File: src/design/cte_pkg.sv
// Shared constants, types and the self-term coefficient for the edge orbit exponent block.
`default_nettype none

package cte_pkg;

  // sizing
  localparam int MAX_PAIRS  = 16;
  localparam int MAX_TOTAL  = 64;
  localparam int IDX_W      = $clog2(MAX_PAIRS);
  localparam int HELD_W     = $clog2(MAX_PAIRS + 1);

  // field widths
  localparam int LEN_W      = 7;
  localparam int MODE_W     = 4;
  localparam int MAXE_W     = 20;
  localparam int EXP_W      = 21;
  localparam int TOT_W      = 21;
  localparam int CNT_W      = 13;
  localparam int SELF_W     = 16;
  localparam int PROD2_W    = 2 * LEN_W;
  localparam int TERM_W     = 3 * LEN_W;
  localparam int CROSS_W    = TERM_W + HELD_W;
  localparam int SUM_W      = CROSS_W + 1;
  localparam int VSUM_W     = PROD2_W + 1;
  localparam int COEF_W     = LEN_W + 1;
  localparam int SHIFT_W    = $clog2(LEN_W);
  localparam int EACC_W     = TOT_W + 5;

  // shared multiplier
  localparam int MUL_A_W    = PROD2_W + 1;
  localparam int MUL_B_W    = COEF_W + 1;
  localparam int MUL_P_W    = MUL_A_W + MUL_B_W;

  // port widths
  localparam int IN_DATA_W  = ((2 * LEN_W + 7) / 8) * 8;
  localparam int OUT_DATA_W = ((EXP_W + 7) / 8) * 8;
  localparam int CFG_DATA_W = 32;
  localparam int CFG_ADDR_W = 3;

  localparam logic [TOT_W-1:0] TOT_MAX = '1;
  localparam logic [CNT_W-1:0] CNT_MAX = '1;

  // register index, taken from paddr bit 2
  localparam logic REG_MODE    = 1'b0;
  localparam logic REG_MAX_EXP = 1'b1;

  typedef enum logic [MODE_W-1:0] {
    MODE_TOURNAMENT = 4'd0,
    MODE_DIGRAPH    = 4'd1,
    MODE_RELATION   = 4'd2,
    MODE_GRAPH      = 4'd3,
    MODE_SYM_REL    = 4'd4,
    MODE_ORIENTED   = 4'd5,
    MODE_SC_TOURN   = 4'd6,
    MODE_SC_GRAPH   = 4'd7,
    MODE_A003086    = 4'd8,
    MODE_A005639    = 4'd9,
    MODE_A002499    = 4'd10,
    MODE_A002854    = 4'd11
  } mode_t;

  typedef enum logic [3:0] {
    ST_IDLE,
    ST_SAME1,
    ST_SAME2,
    ST_VERT,
    ST_SELF,
    ST_RD,
    ST_LOAD,
    ST_GCD,
    ST_MUL2,
    ST_ACC,
    ST_FIN
  } state_t;

  // per-cycle coefficient of the self term; the term is m times this
  function automatic logic signed [COEF_W-1:0] self_coef(input logic [MODE_W-1:0] md,
                                                         input logic [LEN_W-1:0]  r);
    logic [COEF_W-1:0] half;
    logic [COEF_W-1:0] quart;
    logic [COEF_W-1:0] odd_half;
    logic              even;
    half     = COEF_W'(r >> 1);
    quart    = (r >= LEN_W'(2)) ? COEF_W'((r - LEN_W'(2)) >> 2) : '0;
    odd_half = (r == '0) ? '0 : COEF_W'((r - LEN_W'(1)) >> 1);
    even     = ~r[0];
    case (md)
      MODE_TOURNAMENT, MODE_GRAPH: self_coef = $signed(half);
      MODE_SYM_REL:  self_coef = $signed(half + COEF_W'(1));
      MODE_ORIENTED: self_coef = $signed(odd_half);
      MODE_A005639:  self_coef = even ? $signed((quart << 1) + COEF_W'(1)) : '0;
      MODE_A002499:  self_coef = even ? $signed(half + (quart << 1) + COEF_W'(1))
                                      : $signed(half);
      MODE_A002854:  self_coef = $signed(half - COEF_W'(1));
      default:       self_coef = '0;
    endcase
  endfunction

endpackage

`default_nettype wire

File: src/design/cte_ram.sv
// Generic single-port-write, registered-read RAM.
`default_nettype none

module cte_ram #(
  parameter int WIDTH = 8,
  parameter int DEPTH = 16
) (
  input  wire logic                     clk,
  input  wire logic                     we,
  input  wire logic [$clog2(DEPTH)-1:0] waddr,
  input  wire logic [WIDTH-1:0]         wdata,
  input  wire logic [$clog2(DEPTH)-1:0] raddr,
  output logic      [WIDTH-1:0]         rdata
);

  logic [WIDTH-1:0] mem [DEPTH];

  always_ff @(posedge clk) begin
    if (we) begin
      mem[waddr] <= wdata;
    end
    rdata <= mem[raddr];
  end

endmodule

`default_nettype wire

File: src/design/cte_gcd.sv
// Binary gcd unit, one reduction step per cycle.
`default_nettype none

module cte_gcd (
  input  wire logic                      clk,
  input  wire logic                      rst_n,
  input  wire logic                      start,
  input  wire logic [cte_pkg::LEN_W-1:0] a_in,
  input  wire logic [cte_pkg::LEN_W-1:0] b_in,
  output logic                           done,
  output logic      [cte_pkg::LEN_W-1:0] g
);

  import cte_pkg::*;

  logic               busy_r,  busy_nxt;
  logic               done_r,  done_nxt;
  logic [LEN_W-1:0]   a_r,     a_nxt;
  logic [LEN_W-1:0]   b_r,     b_nxt;
  logic [SHIFT_W-1:0] k_r,     k_nxt;
  logic [LEN_W-1:0]   g_r,     g_nxt;

  always_ff @(posedge clk) begin
    if (!rst_n) begin
      busy_r <= 1'b0;
      done_r <= 1'b0;
    end else begin
      busy_r <= busy_nxt;
      done_r <= done_nxt;
    end
    a_r <= a_nxt;
    b_r <= b_nxt;
    k_r <= k_nxt;
    g_r <= g_nxt;
  end

  always_comb begin
    busy_nxt = busy_r;
    done_nxt = 1'b0;
    a_nxt    = a_r;
    b_nxt    = b_r;
    k_nxt    = k_r;
    g_nxt    = g_r;
    if (start) begin
      a_nxt    = a_in;
      b_nxt    = b_in;
      k_nxt    = '0;
      busy_nxt = 1'b1;
    end else if (busy_r) begin
      if (a_r == '0) begin
        // gcd(0,x) = x
        g_nxt    = LEN_W'(b_r << k_r);
        busy_nxt = 1'b0;
        done_nxt = 1'b1;
      end else if (b_r == '0) begin
        g_nxt    = LEN_W'(a_r << k_r);
        busy_nxt = 1'b0;
        done_nxt = 1'b1;
      end else if (!a_r[0] && !b_r[0]) begin
        a_nxt = a_r >> 1;
        b_nxt = b_r >> 1;
        k_nxt = k_r + SHIFT_W'(1);
      end else if (!a_r[0]) begin
        a_nxt = a_r >> 1;
      end else if (!b_r[0]) begin
        b_nxt = b_r >> 1;
      end else if (a_r >= b_r) begin
        a_nxt = (a_r - b_r) >> 1;
      end else begin
        b_nxt = (b_r - a_r) >> 1;
      end
    end
  end

  assign done = done_r;
  assign g    = g_r;

endmodule

`default_nettype wire

File: src/design/cycle_type_orbit_exponent.sv
// Top level: edge orbit exponent of a permutation cycle type.
// Usage:
//  - in_*: one word per (cycle length, multiplicity) pair; tdata[6:0] length,
//    tdata[13:7] multiplicity, tlast marks the final pair of a cycle type.
//  - out_*: one word per cycle type, after its last pair; tdata[20:0] is the
//    signed exponent, tuser flags a result that is negative, above
//    max_exponent, from an unused mode, or from a run that saturated,
//    exceeded the vertex limit or held too many pairs.
//  - cfg_*: APB registers, mode at 0x0 and max_exponent at 0x4; write only
//    while idle. pready is tied high.
// Flow: one pair at a time, in_tready low while it is worked on. A pair
//  forms its own products first, then, for each pair already held, a RAM read,
//  a binary gcd and a multiply. The last pair then passes through a final
//  state that forms the result. One multiplier is shared by every product
//  in the sequence.
// Reset clears all totals, the pair count and the output register; the pair
//  store itself is not cleared, only entries below the count are read.
// A result waits in the output register while out_tready is low; the next
//  pairs are still taken, and a following last pair waits until the register
//  is free.
`default_nettype none

module cycle_type_orbit_exponent (
  input  wire logic                                clk,
  input  wire logic                                rst_n,
  // pair stream
  input  wire logic                                in_tvalid,
  output logic                                     in_tready,
  input  wire logic [cte_pkg::IN_DATA_W-1:0]       in_tdata,   // cycle_length, multiplicity
  input  wire logic                                in_tlast,
  // result stream
  output logic                                     out_tvalid,
  input  wire logic                                out_tready,
  output logic      [cte_pkg::OUT_DATA_W-1:0]      out_tdata,  // exponent
  output logic                                     out_tuser,  // out_of_range
  // register port
  input  wire logic                                cfg_psel,
  input  wire logic                                cfg_penable,
  input  wire logic                                cfg_pwrite,
  input  wire logic [cte_pkg::CFG_ADDR_W-1:0]      cfg_paddr,
  input  wire logic [cte_pkg::CFG_DATA_W-1:0]      cfg_pwdata,
  output logic      [cte_pkg::CFG_DATA_W-1:0]      cfg_prdata,
  output logic                                     cfg_pready
);

  import cte_pkg::*;

  localparam logic signed [EACC_W-1:0] E_HI = EACC_W'(2 ** (EXP_W - 1) - 1);
  localparam logic signed [EACC_W-1:0] E_LO = -EACC_W'(2 ** (EXP_W - 1));

  state_t state_r, state_nxt;

  // configuration
  logic [MODE_W-1:0] mode_r, mode_nxt;
  logic [MAXE_W-1:0] maxe_r, maxe_nxt;

  // run totals
  logic [HELD_W-1:0]        held_r,     held_nxt;
  logic [TOT_W-1:0]         gtot_r,     gtot_nxt;
  logic [TOT_W-1:0]         getot_r,    getot_nxt;
  logic [CNT_W-1:0]         vtot_r,     vtot_nxt;
  logic [CNT_W-1:0]         ctot_r,     ctot_nxt;
  logic signed [SELF_W-1:0] stot_r,     stot_nxt;
  logic                     odd_r,      odd_nxt;
  logic                     ovf_r,      ovf_nxt;

  // current pair
  logic [LEN_W-1:0]         r_r,        r_nxt;
  logic [LEN_W-1:0]         m_r,        m_nxt;
  logic                     last_r,     last_nxt;
  logic signed [COEF_W-1:0] coef_r,     coef_nxt;
  logic [HELD_W-1:0]        idx_r,      idx_nxt;
  logic [PROD2_W-1:0]       tmp_r,      tmp_nxt;
  logic [TERM_W-1:0]        same_r,     same_nxt;
  logic [PROD2_W-1:0]       vprod_r,    vprod_nxt;
  logic signed [SELF_W-1:0] term_r,     term_nxt;
  logic [CROSS_W-1:0]       cross_r,    cross_nxt;
  logic [CROSS_W-1:0]       crosse_r,   crosse_nxt;
  logic                     ehit_r,     ehit_nxt;

  // output register
  logic                     oval_r,     oval_nxt;
  logic [EXP_W-1:0]         oexp_r,     oexp_nxt;
  logic                     oflag_r,    oflag_nxt;

  // shared multiplier
  logic signed [MUL_A_W-1:0] mul_a;
  logic signed [MUL_B_W-1:0] mul_b;
  logic signed [MUL_P_W-1:0] mul_p;

  // pair store and gcd unit
  logic                     ram_we;
  logic [PROD2_W-1:0]       ram_rdata;
  logic [LEN_W-1:0]         rd_len;
  logic [LEN_W-1:0]         rd_cnt;
  logic                     gcd_start;
  logic                     gcd_done;
  logic [LEN_W-1:0]         gcd_g;

  logic                     cfg_wr;
  logic [LEN_W-1:0]         m_dec;

  // accumulate step
  logic [SUM_W-1:0]         gsum;
  logic [SUM_W-1:0]         gesum;
  logic                     gsat;
  logic                     gesat;
  logic [VSUM_W-1:0]        vsum;
  logic                     vsat;
  logic [CNT_W-1:0]         vnew;
  logic [CNT_W:0]           csum;
  logic                     csat;
  logic signed [SELF_W:0]   ssum;
  logic                     s_hi;
  logic                     s_lo;
  logic                     held_full;

  // final formula
  logic signed [EACC_W-1:0] g_s;
  logic signed [EACC_W-1:0] ge_s;
  logic signed [EACC_W-1:0] v_s;
  logic signed [EACC_W-1:0] n_s;
  logic signed [EACC_W-1:0] s_s;
  logic signed [EACC_W-1:0] odd_s;
  logic signed [EACC_W-1:0] maxe_s;
  logic signed [EACC_W-1:0] e_val;
  logic                     bad_mode;
  logic                     e_flag;
  logic [EXP_W-1:0]         e_sat;

  cte_ram #(
    .WIDTH (PROD2_W),
    .DEPTH (MAX_PAIRS)
  ) u_store (
    .clk   (clk),
    .we    (ram_we),
    .waddr (held_r[IDX_W-1:0]),
    .wdata ({m_r, r_r}),
    .raddr (idx_r[IDX_W-1:0]),
    .rdata (ram_rdata)
  );

  cte_gcd u_gcd (
    .clk   (clk),
    .rst_n (rst_n),
    .start (gcd_start),
    .a_in  (r_r),
    .b_in  (rd_len),
    .done  (gcd_done),
    .g     (gcd_g)
  );

  assign rd_len = ram_rdata[LEN_W-1:0];
  assign rd_cnt = ram_rdata[PROD2_W-1:LEN_W];
  assign mul_p  = mul_a * mul_b;
  assign cfg_wr = cfg_psel && cfg_penable && cfg_pwrite && cfg_pready;
  assign m_dec  = (m_r == '0) ? '0 : m_r - LEN_W'(1);

  // multiplier operands, chosen by sequencer state
  always_comb begin
    case (state_r)
      ST_SAME1: begin
        // m*(m-1)
        mul_a = $signed({{(MUL_A_W-LEN_W){1'b0}}, m_r});
        mul_b = $signed({{(MUL_B_W-LEN_W){1'b0}}, m_dec});
      end
      ST_SAME2: begin
        // C(m,2)*r
        mul_a = $signed({1'b0, tmp_r >> 1});
        mul_b = $signed({{(MUL_B_W-LEN_W){1'b0}}, r_r});
      end
      ST_VERT: begin
        mul_a = $signed({{(MUL_A_W-LEN_W){1'b0}}, r_r});
        mul_b = $signed({{(MUL_B_W-LEN_W){1'b0}}, m_r});
      end
      ST_SELF: begin
        mul_a = $signed({{(MUL_A_W-LEN_W){1'b0}}, m_r});
        mul_b = {coef_r[COEF_W-1], coef_r};
      end
      ST_LOAD: begin
        // m*m_j as the gcd is started
        mul_a = $signed({{(MUL_A_W-LEN_W){1'b0}}, m_r});
        mul_b = $signed({{(MUL_B_W-LEN_W){1'b0}}, rd_cnt});
      end
      ST_MUL2: begin
        mul_a = $signed({1'b0, tmp_r});
        mul_b = $signed({{(MUL_B_W-LEN_W){1'b0}}, gcd_g});
      end
      default: begin
        mul_a = '0;
        mul_b = '0;
      end
    endcase
  end

  // saturating updates of the totals
  assign gsum  = SUM_W'(same_r) + SUM_W'(cross_r) + SUM_W'(gtot_r);
  assign gesum = SUM_W'(r_r[0] ? '0 : same_r) + SUM_W'(crosse_r) + SUM_W'(getot_r);
  assign gsat  = gsum > SUM_W'(TOT_MAX);
  assign gesat = gesum > SUM_W'(TOT_MAX);
  assign vsum  = VSUM_W'(vtot_r) + VSUM_W'(vprod_r);
  assign vsat  = vsum > VSUM_W'(CNT_MAX);
  assign vnew  = vsat ? CNT_MAX : vsum[CNT_W-1:0];
  assign csum  = (CNT_W+1)'(ctot_r) + (CNT_W+1)'(m_r);
  assign csat  = csum > (CNT_W+1)'(CNT_MAX);
  assign ssum  = {stot_r[SELF_W-1], stot_r} + {term_r[SELF_W-1], term_r};
  assign s_hi  = (ssum[SELF_W:SELF_W-1] == 2'b01);
  assign s_lo  = (ssum[SELF_W:SELF_W-1] == 2'b10);
  assign held_full = !(held_r < HELD_W'(MAX_PAIRS));

  // final formula, all terms widened to a common signed width
  assign g_s    = $signed(EACC_W'(gtot_r));
  assign ge_s   = $signed(EACC_W'(getot_r));
  assign v_s    = $signed(EACC_W'(vtot_r));
  assign n_s    = $signed(EACC_W'(ctot_r));
  assign s_s    = EACC_W'(stot_r);
  assign odd_s  = $signed(EACC_W'(odd_r));
  assign maxe_s = $signed(EACC_W'(maxe_r));

  always_comb begin
    bad_mode = 1'b0;
    case (mode_r)
      MODE_TOURNAMENT, MODE_GRAPH, MODE_SYM_REL, MODE_ORIENTED:
                      e_val = g_s + s_s;
      MODE_DIGRAPH:   e_val = (g_s <<< 1) + v_s - n_s;
      MODE_RELATION, MODE_SC_TOURN:
                      e_val = (g_s <<< 1) + v_s;
      MODE_SC_GRAPH:  e_val = (g_s <<< 2) + (v_s <<< 1);
      MODE_A003086:   e_val = (g_s <<< 2) + (v_s <<< 1) - n_s;
      MODE_A005639:   e_val = ge_s + s_s;
      MODE_A002499:   e_val = g_s + ge_s + s_s;
      MODE_A002854:   e_val = g_s + s_s + odd_s;
      default: begin
        e_val    = '0;
        bad_mode = 1'b1;
      end
    endcase
  end

  assign e_flag = ovf_r || bad_mode || (e_val < 0) || (e_val > maxe_s);
  assign e_sat  = (e_val > E_HI) ? E_HI[EXP_W-1:0] :
                  (e_val < E_LO) ? E_LO[EXP_W-1:0] : e_val[EXP_W-1:0];

  always_ff @(posedge clk) begin
    if (!rst_n) begin
      state_r <= ST_IDLE;
    end else begin
      state_r <= state_nxt;
    end
  end

  always_ff @(posedge clk) begin
    if (!rst_n) begin
      mode_r  <= MODE_TOURNAMENT;
      maxe_r  <= '1;
      held_r  <= '0;
      gtot_r  <= '0;
      getot_r <= '0;
      vtot_r  <= '0;
      ctot_r  <= '0;
      stot_r  <= '0;
      odd_r   <= 1'b0;
      ovf_r   <= 1'b0;
      idx_r   <= '0;
      oval_r  <= 1'b0;
    end else begin
      mode_r  <= mode_nxt;
      maxe_r  <= maxe_nxt;
      held_r  <= held_nxt;
      gtot_r  <= gtot_nxt;
      getot_r <= getot_nxt;
      vtot_r  <= vtot_nxt;
      ctot_r  <= ctot_nxt;
      stot_r  <= stot_nxt;
      odd_r   <= odd_nxt;
      ovf_r   <= ovf_nxt;
      idx_r   <= idx_nxt;
      oval_r  <= oval_nxt;
    end
    r_r      <= r_nxt;
    m_r      <= m_nxt;
    last_r   <= last_nxt;
    coef_r   <= coef_nxt;
    tmp_r    <= tmp_nxt;
    same_r   <= same_nxt;
    vprod_r  <= vprod_nxt;
    term_r   <= term_nxt;
    cross_r  <= cross_nxt;
    crosse_r <= crosse_nxt;
    ehit_r   <= ehit_nxt;
    oexp_r   <= oexp_nxt;
    oflag_r  <= oflag_nxt;
  end

  always_comb begin
    state_nxt  = state_r;
    mode_nxt   = mode_r;
    maxe_nxt   = maxe_r;
    held_nxt   = held_r;
    gtot_nxt   = gtot_r;
    getot_nxt  = getot_r;
    vtot_nxt   = vtot_r;
    ctot_nxt   = ctot_r;
    stot_nxt   = stot_r;
    odd_nxt    = odd_r;
    ovf_nxt    = ovf_r;
    r_nxt      = r_r;
    m_nxt      = m_r;
    last_nxt   = last_r;
    coef_nxt   = coef_r;
    idx_nxt    = idx_r;
    tmp_nxt    = tmp_r;
    same_nxt   = same_r;
    vprod_nxt  = vprod_r;
    term_nxt   = term_r;
    cross_nxt  = cross_r;
    crosse_nxt = crosse_r;
    ehit_nxt   = ehit_r;
    oval_nxt   = oval_r && !out_tready;
    oexp_nxt   = oexp_r;
    oflag_nxt  = oflag_r;
    ram_we     = 1'b0;
    gcd_start  = 1'b0;

    if (cfg_wr) begin
      if (cfg_paddr[2] == REG_MAX_EXP) begin
        maxe_nxt = cfg_pwdata[MAXE_W-1:0];
      end else begin
        mode_nxt = cfg_pwdata[MODE_W-1:0];
      end
    end

    case (state_r)
      ST_IDLE: begin
        if (in_tvalid) begin
          r_nxt      = in_tdata[LEN_W-1:0];
          m_nxt      = in_tdata[2*LEN_W-1:LEN_W];
          last_nxt   = in_tlast;
          // self term follows the mode in force when the pair arrives
          coef_nxt   = self_coef(mode_r, in_tdata[LEN_W-1:0]);
          idx_nxt    = '0;
          cross_nxt  = '0;
          crosse_nxt = '0;
          state_nxt  = ST_SAME1;
        end
      end
      ST_SAME1: begin
        tmp_nxt   = mul_p[PROD2_W-1:0];
        state_nxt = ST_SAME2;
      end
      ST_SAME2: begin
        same_nxt  = mul_p[TERM_W-1:0];
        state_nxt = ST_VERT;
      end
      ST_VERT: begin
        vprod_nxt = mul_p[PROD2_W-1:0];
        state_nxt = ST_SELF;
      end
      ST_SELF: begin
        term_nxt  = mul_p[SELF_W-1:0];
        state_nxt = ST_RD;
      end
      ST_RD: begin
        // store read address is idx_r; data lands next cycle
        if (idx_r < held_r) begin
          state_nxt = ST_LOAD;
        end else begin
          state_nxt = ST_ACC;
        end
      end
      ST_LOAD: begin
        gcd_start = 1'b1;
        ehit_nxt  = !r_r[0] || !rd_len[0];
        tmp_nxt   = mul_p[PROD2_W-1:0];
        state_nxt = ST_GCD;
      end
      ST_GCD: begin
        if (gcd_done) begin
          state_nxt = ST_MUL2;
        end
      end
      ST_MUL2: begin
        cross_nxt = cross_r + CROSS_W'(mul_p[TERM_W-1:0]);
        if (ehit_r) begin
          crosse_nxt = crosse_r + CROSS_W'(mul_p[TERM_W-1:0]);
        end
        idx_nxt   = idx_r + HELD_W'(1);
        state_nxt = ST_RD;
      end
      ST_ACC: begin
        gtot_nxt  = gsat  ? TOT_MAX : gsum[TOT_W-1:0];
        getot_nxt = gesat ? TOT_MAX : gesum[TOT_W-1:0];
        vtot_nxt  = vnew;
        ctot_nxt  = csat ? CNT_MAX : csum[CNT_W-1:0];
        stot_nxt  = s_hi ? {1'b0, {(SELF_W-1){1'b1}}} :
                    s_lo ? {1'b1, {(SELF_W-1){1'b0}}} : ssum[SELF_W-1:0];
        odd_nxt   = odd_r || r_r[0];
        ovf_nxt   = ovf_r || gsat || gesat || vsat || csat || s_hi || s_lo ||
                    held_full || (vnew > CNT_W'(MAX_TOTAL));
        // a pair beyond the store still counts but is not kept
        if (!held_full) begin
          ram_we   = 1'b1;
          held_nxt = held_r + HELD_W'(1);
        end
        state_nxt = last_r ? ST_FIN : ST_IDLE;
      end
      ST_FIN: begin
        if (!oval_r || out_tready) begin
          oval_nxt  = 1'b1;
          oexp_nxt  = e_sat;
          oflag_nxt = e_flag;
          held_nxt  = '0;
          gtot_nxt  = '0;
          getot_nxt = '0;
          vtot_nxt  = '0;
          ctot_nxt  = '0;
          stot_nxt  = '0;
          odd_nxt   = 1'b0;
          ovf_nxt   = 1'b0;
          state_nxt = ST_IDLE;
        end
      end
      default: state_nxt = ST_IDLE;
    endcase
  end

  assign in_tready  = (state_r == ST_IDLE);
  assign out_tvalid = oval_r;
  assign out_tdata  = OUT_DATA_W'(oexp_r);
  assign out_tuser  = oflag_r;

  assign cfg_pready = 1'b1;
  assign cfg_prdata = (cfg_paddr[2] == REG_MAX_EXP) ? CFG_DATA_W'(maxe_r)
                                                    : CFG_DATA_W'(mode_r);

endmodule

`default_nettype wire

File: config.mk
export PLATFORM = sky130hd
export DESIGN_NAME = cycle_type_orbit_exponent
export DESIGN_NICKNAME = d
export VERILOG_FILES = /design/src/design/cte_pkg.sv /design/src/design/cte_ram.sv /design/src/design/cte_gcd.sv /design/src/design/cycle_type_orbit_exponent.sv
export SDC_FILE = /design/constraint.sdc
export NUM_CORES = 2
export LEC_CHECK = 0
export BUFFER_PORTS_ARGS = -buffer_cell sky130_fd_sc_hd__buf_4
export CORE_MARGIN = 4
export CORE_UTILIZATION = 50
export DETAILED_ROUTE_END_ITERATION = 8
export GPL_TIMING_DRIVEN = 0
export PLACE_DENSITY = 0.66
export SYNTH_ARGS = -nofsm -noshare
export SYNTH_HDL_FRONTEND = slang
export SYNTH_SLANG_ARGS = --single-unit
File: constraint.sdc
create_clock -name clk -period 9.7 [get_ports clk]
set_clock_uncertainty 0.15 [all_clocks]
set_input_delay 1.94 -clock clk [delete_from_list [all_inputs] [get_ports clk]]
set_output_delay 1.94 -clock clk [all_outputs]
set_load 0.01 [all_outputs]
==> summary.md <==
| Metric | Value |
|---|---|
| Ant diodes | 0 |
| Sequential cell area | 15100 µm² |
| TritonCTS clock tree | done |
| I/O pin count | about 120 |
| Die Wd | a little under 300 µm |
| Clk Tree Root Cell | clkbuf_16 |
| Layout filler cell count | approximately 7100 |
| Slew Limit Headroom | between 10% and 20% |
| Ys async rst share | 0% |
| Crit path largest cell delay | between 0.5 and 0.6 ns |
| Area of the multi-input gates | 25100 µm² |
| Min Tclk post-route | 9.32 ns |
| Post-synth EDFFs | approximately 410 |
| GPL Wtd Cong | 0.927 |
| Area Overhead vs Synth | 11.8% |
| Switching share of power | between 30% and 40% |
| Placed cell area | 43700 µm² |
| #FFs+latches synth | 552 |
| Setup crit start kind | register |
| Status | finished, final reports clean |
| Pin count of the biggest net entering global routing | 31 |
| Critical path class | reg2reg |
| DIE AREA | a little under 90000 µm² |
| TritonCTS buffer count | 59 |
| WHS Path Cells | 1 |
| Worst hold path type | reg2reg |
| Min-Delay Endpoint | idx_r[4] |
| Worst endpoint required time | 9.94 ns |
| Worst hold path startpoint | idx_r[4] |
| Top post-synthesis cells by area | edfxtp_1 (30%), ha_1 (11%), dfxtp_1 (7.0%) |
| CP Buf/Inv Count | 6 |
| Synth cell types | between 100 and 150 |
| Final hold vios | 0 |
| Share of cells above drive strength 1 | 10.2% |
| R2r setup slk | between 0.3 and 0.4 ns |
| CP arrival | 9.55 ns |
| Sw Pwr | just over 2 mW |
| Placement Setup Slack | -1.48 ns |
| DRC viols | 0 |
| Primary FF master, synth | edfxtp_1 |
| Reg-to-reg critical path endpoint | crosse_r[25] |
| Initial antenna violation count | 1 |
| Routed len/inst | between 20 and 25 µm |
| Most frequent cells in the layout | edfxtp_1 (408), ha_1 (349), nor2_1 (337), nand2_1 (310), a21oi_1 (305) |
| Flop pwr share | between 40% and 50% |
| Total global routing overflow | 0 |
| Setup violators final | 0 |
| Seq/Total Area, Yosys | roughly 37% |
| Worst IR Drop VDD | approximately 180 µV |
| Max-capacitance violation count | 0 |
| Number of I/O port buffers | 86 |
| Clock buffer depth | 3 |
| Worst reg2reg startpoint | state_r[3] |
| R2R cell count | 36 |
| Design Area, Final | roughly 46000 µm² |
| DRT Wirelength | around 120000 µm |
| HPWL Detailed | ~96000 µm |
| Clock share of power | 36.0% |
| Worst Path Max Fanout | 8 |
| 1st-pass router iterations | 6 |
| Max stage delay cell, worst path | fa_1 |
| Critical path endpoint category | register |
| Clock Pin Slew Worst Setup and Hold Paths | approximately 0.06 ns |
| Top delay family on crit path | adder cells |
| Top-area cell type share of the netlist area | between 20% and 30% |
| Syn Area/Cell | ~10 µm² |
| Clock latency on the worst-skew pair | around 0.66 ns |
| Worst Slack Setup Final | approximately 0.38 ns |
| Via count | between 30000 and 40000 |
| First-pass GRT wire length | 188000 µm |
| Power Density | 144 nW/µm² |
| Internal power | 4.62 mW |
| Initial core utilization | approximately half |
| Worst-Margin Slew | 1.32 ns |
| Post-Syn Instances | ~4000 |
| FP Rows | ~110 |
| Most common cell after layout, fill and taps aside | edfxtp_1 |
| Starting DRT DRC Count | about 3400 |
| Post-Syn Area | 41300 µm² |
| GRT Overall Usage | 27.9% |
| Die Y | 295 µm |
| Post-route ant nets | 0 |
| Clock Sink Count | around 550 |
| Final nets | 4876 |
| Comb pwr share | 22.6% |
| Vias in the first global route | ~32000 |
| Period utilization | between 90% and 100% |
| Ys Warns | 0 |
| H-tree Lvls | 2 |
| Max Clock Freq | ~110 MHz |
| Core ar. | around 82000 µm² |
| Count of pins over their slew limit | 0 |
| Area leader, netlist | edfxtp_1 |
| Cell leakage power | ~19 nW |
| Most frequent cell on the critical path | fa_1 |
| Vias per inst | 6.20 |
how the worst max path moves through the flow:
stage	from	cells after the start	slack (ns)	to
floorplan	state_r[0]	33	0.74	crosse_r[25]
global placement	state_r[0]	35	-1.92	crosse_r[23]
detailed placement	state_r[0]	34	-1.48	crosse_r[25]
CTS	state_r[0]	34	0.02	crosse_r[25]
global route	state_r[3]	35	-0.01	crosse_r[25]
finish	state_r[3]	36	0.38	crosse_r[25]
metal layers:
metal / vias to the layer above / track usage (%) / wire length [µm]
li1: 15700 / - / -
met1: 16400 / 40.7 / 54300
met2: 1495 / 42.8 / 54500
met3: 211 / 4.82 / 11300
met4: 0 / 8.46 / 4220
met5: - / 0 / 0
flip-flops by register name (all words and copies together) (netlist names), 20 cells and up:
| name | flops |
|---|---|
| u_store.mem | 224 |
| cross_r | 26 |
| crosse_r | 26 |
| getot_r | 21 |
| gtot_r | 21 |
| oexp_r | 21 |
| same_r | 21 |
| maxe_r | 20 |
power groups by stage:
stage | sequential (mW) | combinational (mW) | clock [mW]
floorplan | 2.77 | 1.02 | 0
global placement | 2.82 | 1.38 | 0
detailed placement | 2.82 | 1.40 | 0
CTS | 2.75 | 1.46 | 2.41
global route | 2.76 | 1.67 | 2.52
finish | 2.76 | 1.50 | 2.39
layout make-up:
type                       count  area share [%]
buffer                       175            1.69
clock buffer                  71            3.34
clock inverter                40            1.15
inverter                     224            1.82
multi-input combinational   3183            54.2
sequential                   552            32.8
tap                         1070            2.90
timing repair buffer         129            2.10
logic make-up (layout without fill, tap and decap cells):
kind of cell,count (synthesis),count (layout),share of synthesized area (%)
other,2,22,0.0182
muxes,94,94,4.41
adders and majority gates,493,493,17.5
and+or+nand+nor,1219,1219,14.4
DFF,552,552,36.6
buffers and inverters,399,639,3.82
xor gates and xnor gates,271,271,5.78
AOI/OAI and AO/OA,1084,1084,17.5
synthesized netlist by cell type, drive strengths merged, types with 51 or more instances:
| master | count |
|---|---|
| nor2b | 65 |
| fa | 143 |
| nand2 | 311 |
| dfxtp | 144 |
| inv | 222 |
| mux4 | 70 |
| nor2 | 345 |
| a211oi | 51 |
| a21oi | 314 |
| nand3 | 106 |
| o211ai | 56 |
| ha | 350 |
| nor3 | 104 |
| xor2 | 95 |
| edfxtp | 408 |
| and2 | 57 |
| a21o | 92 |
| xnor2 | 176 |
| o21ai | 192 |
| clkbuf | 135 |
repair_timing:
item / 4_1_cts / 5_1_grt
setup endpoints to repair: 22 / 18
hold buffers: 0 / 0
setup buffers: 16 / 2
gates resized for setup: 36 / 45
pin swaps: 1 / 2
per-stage QoR:
stage	total power, mW	TNS, ns	cells	hold WS [ns]	util, %
floorplan	3.79	0	4134	0.279	-
global placement	4.20	-30.96	5290	0.302	52.9
detailed placement	4.22	-18.01	5315	0.315	53.3
CTS	6.63	0	5442	0.334	56.1
global route	6.95	-0.0112	5444	0.358	56.4
finish	6.65	0	5444	0.342	56.4
Power figures use the tool's default switching activity.
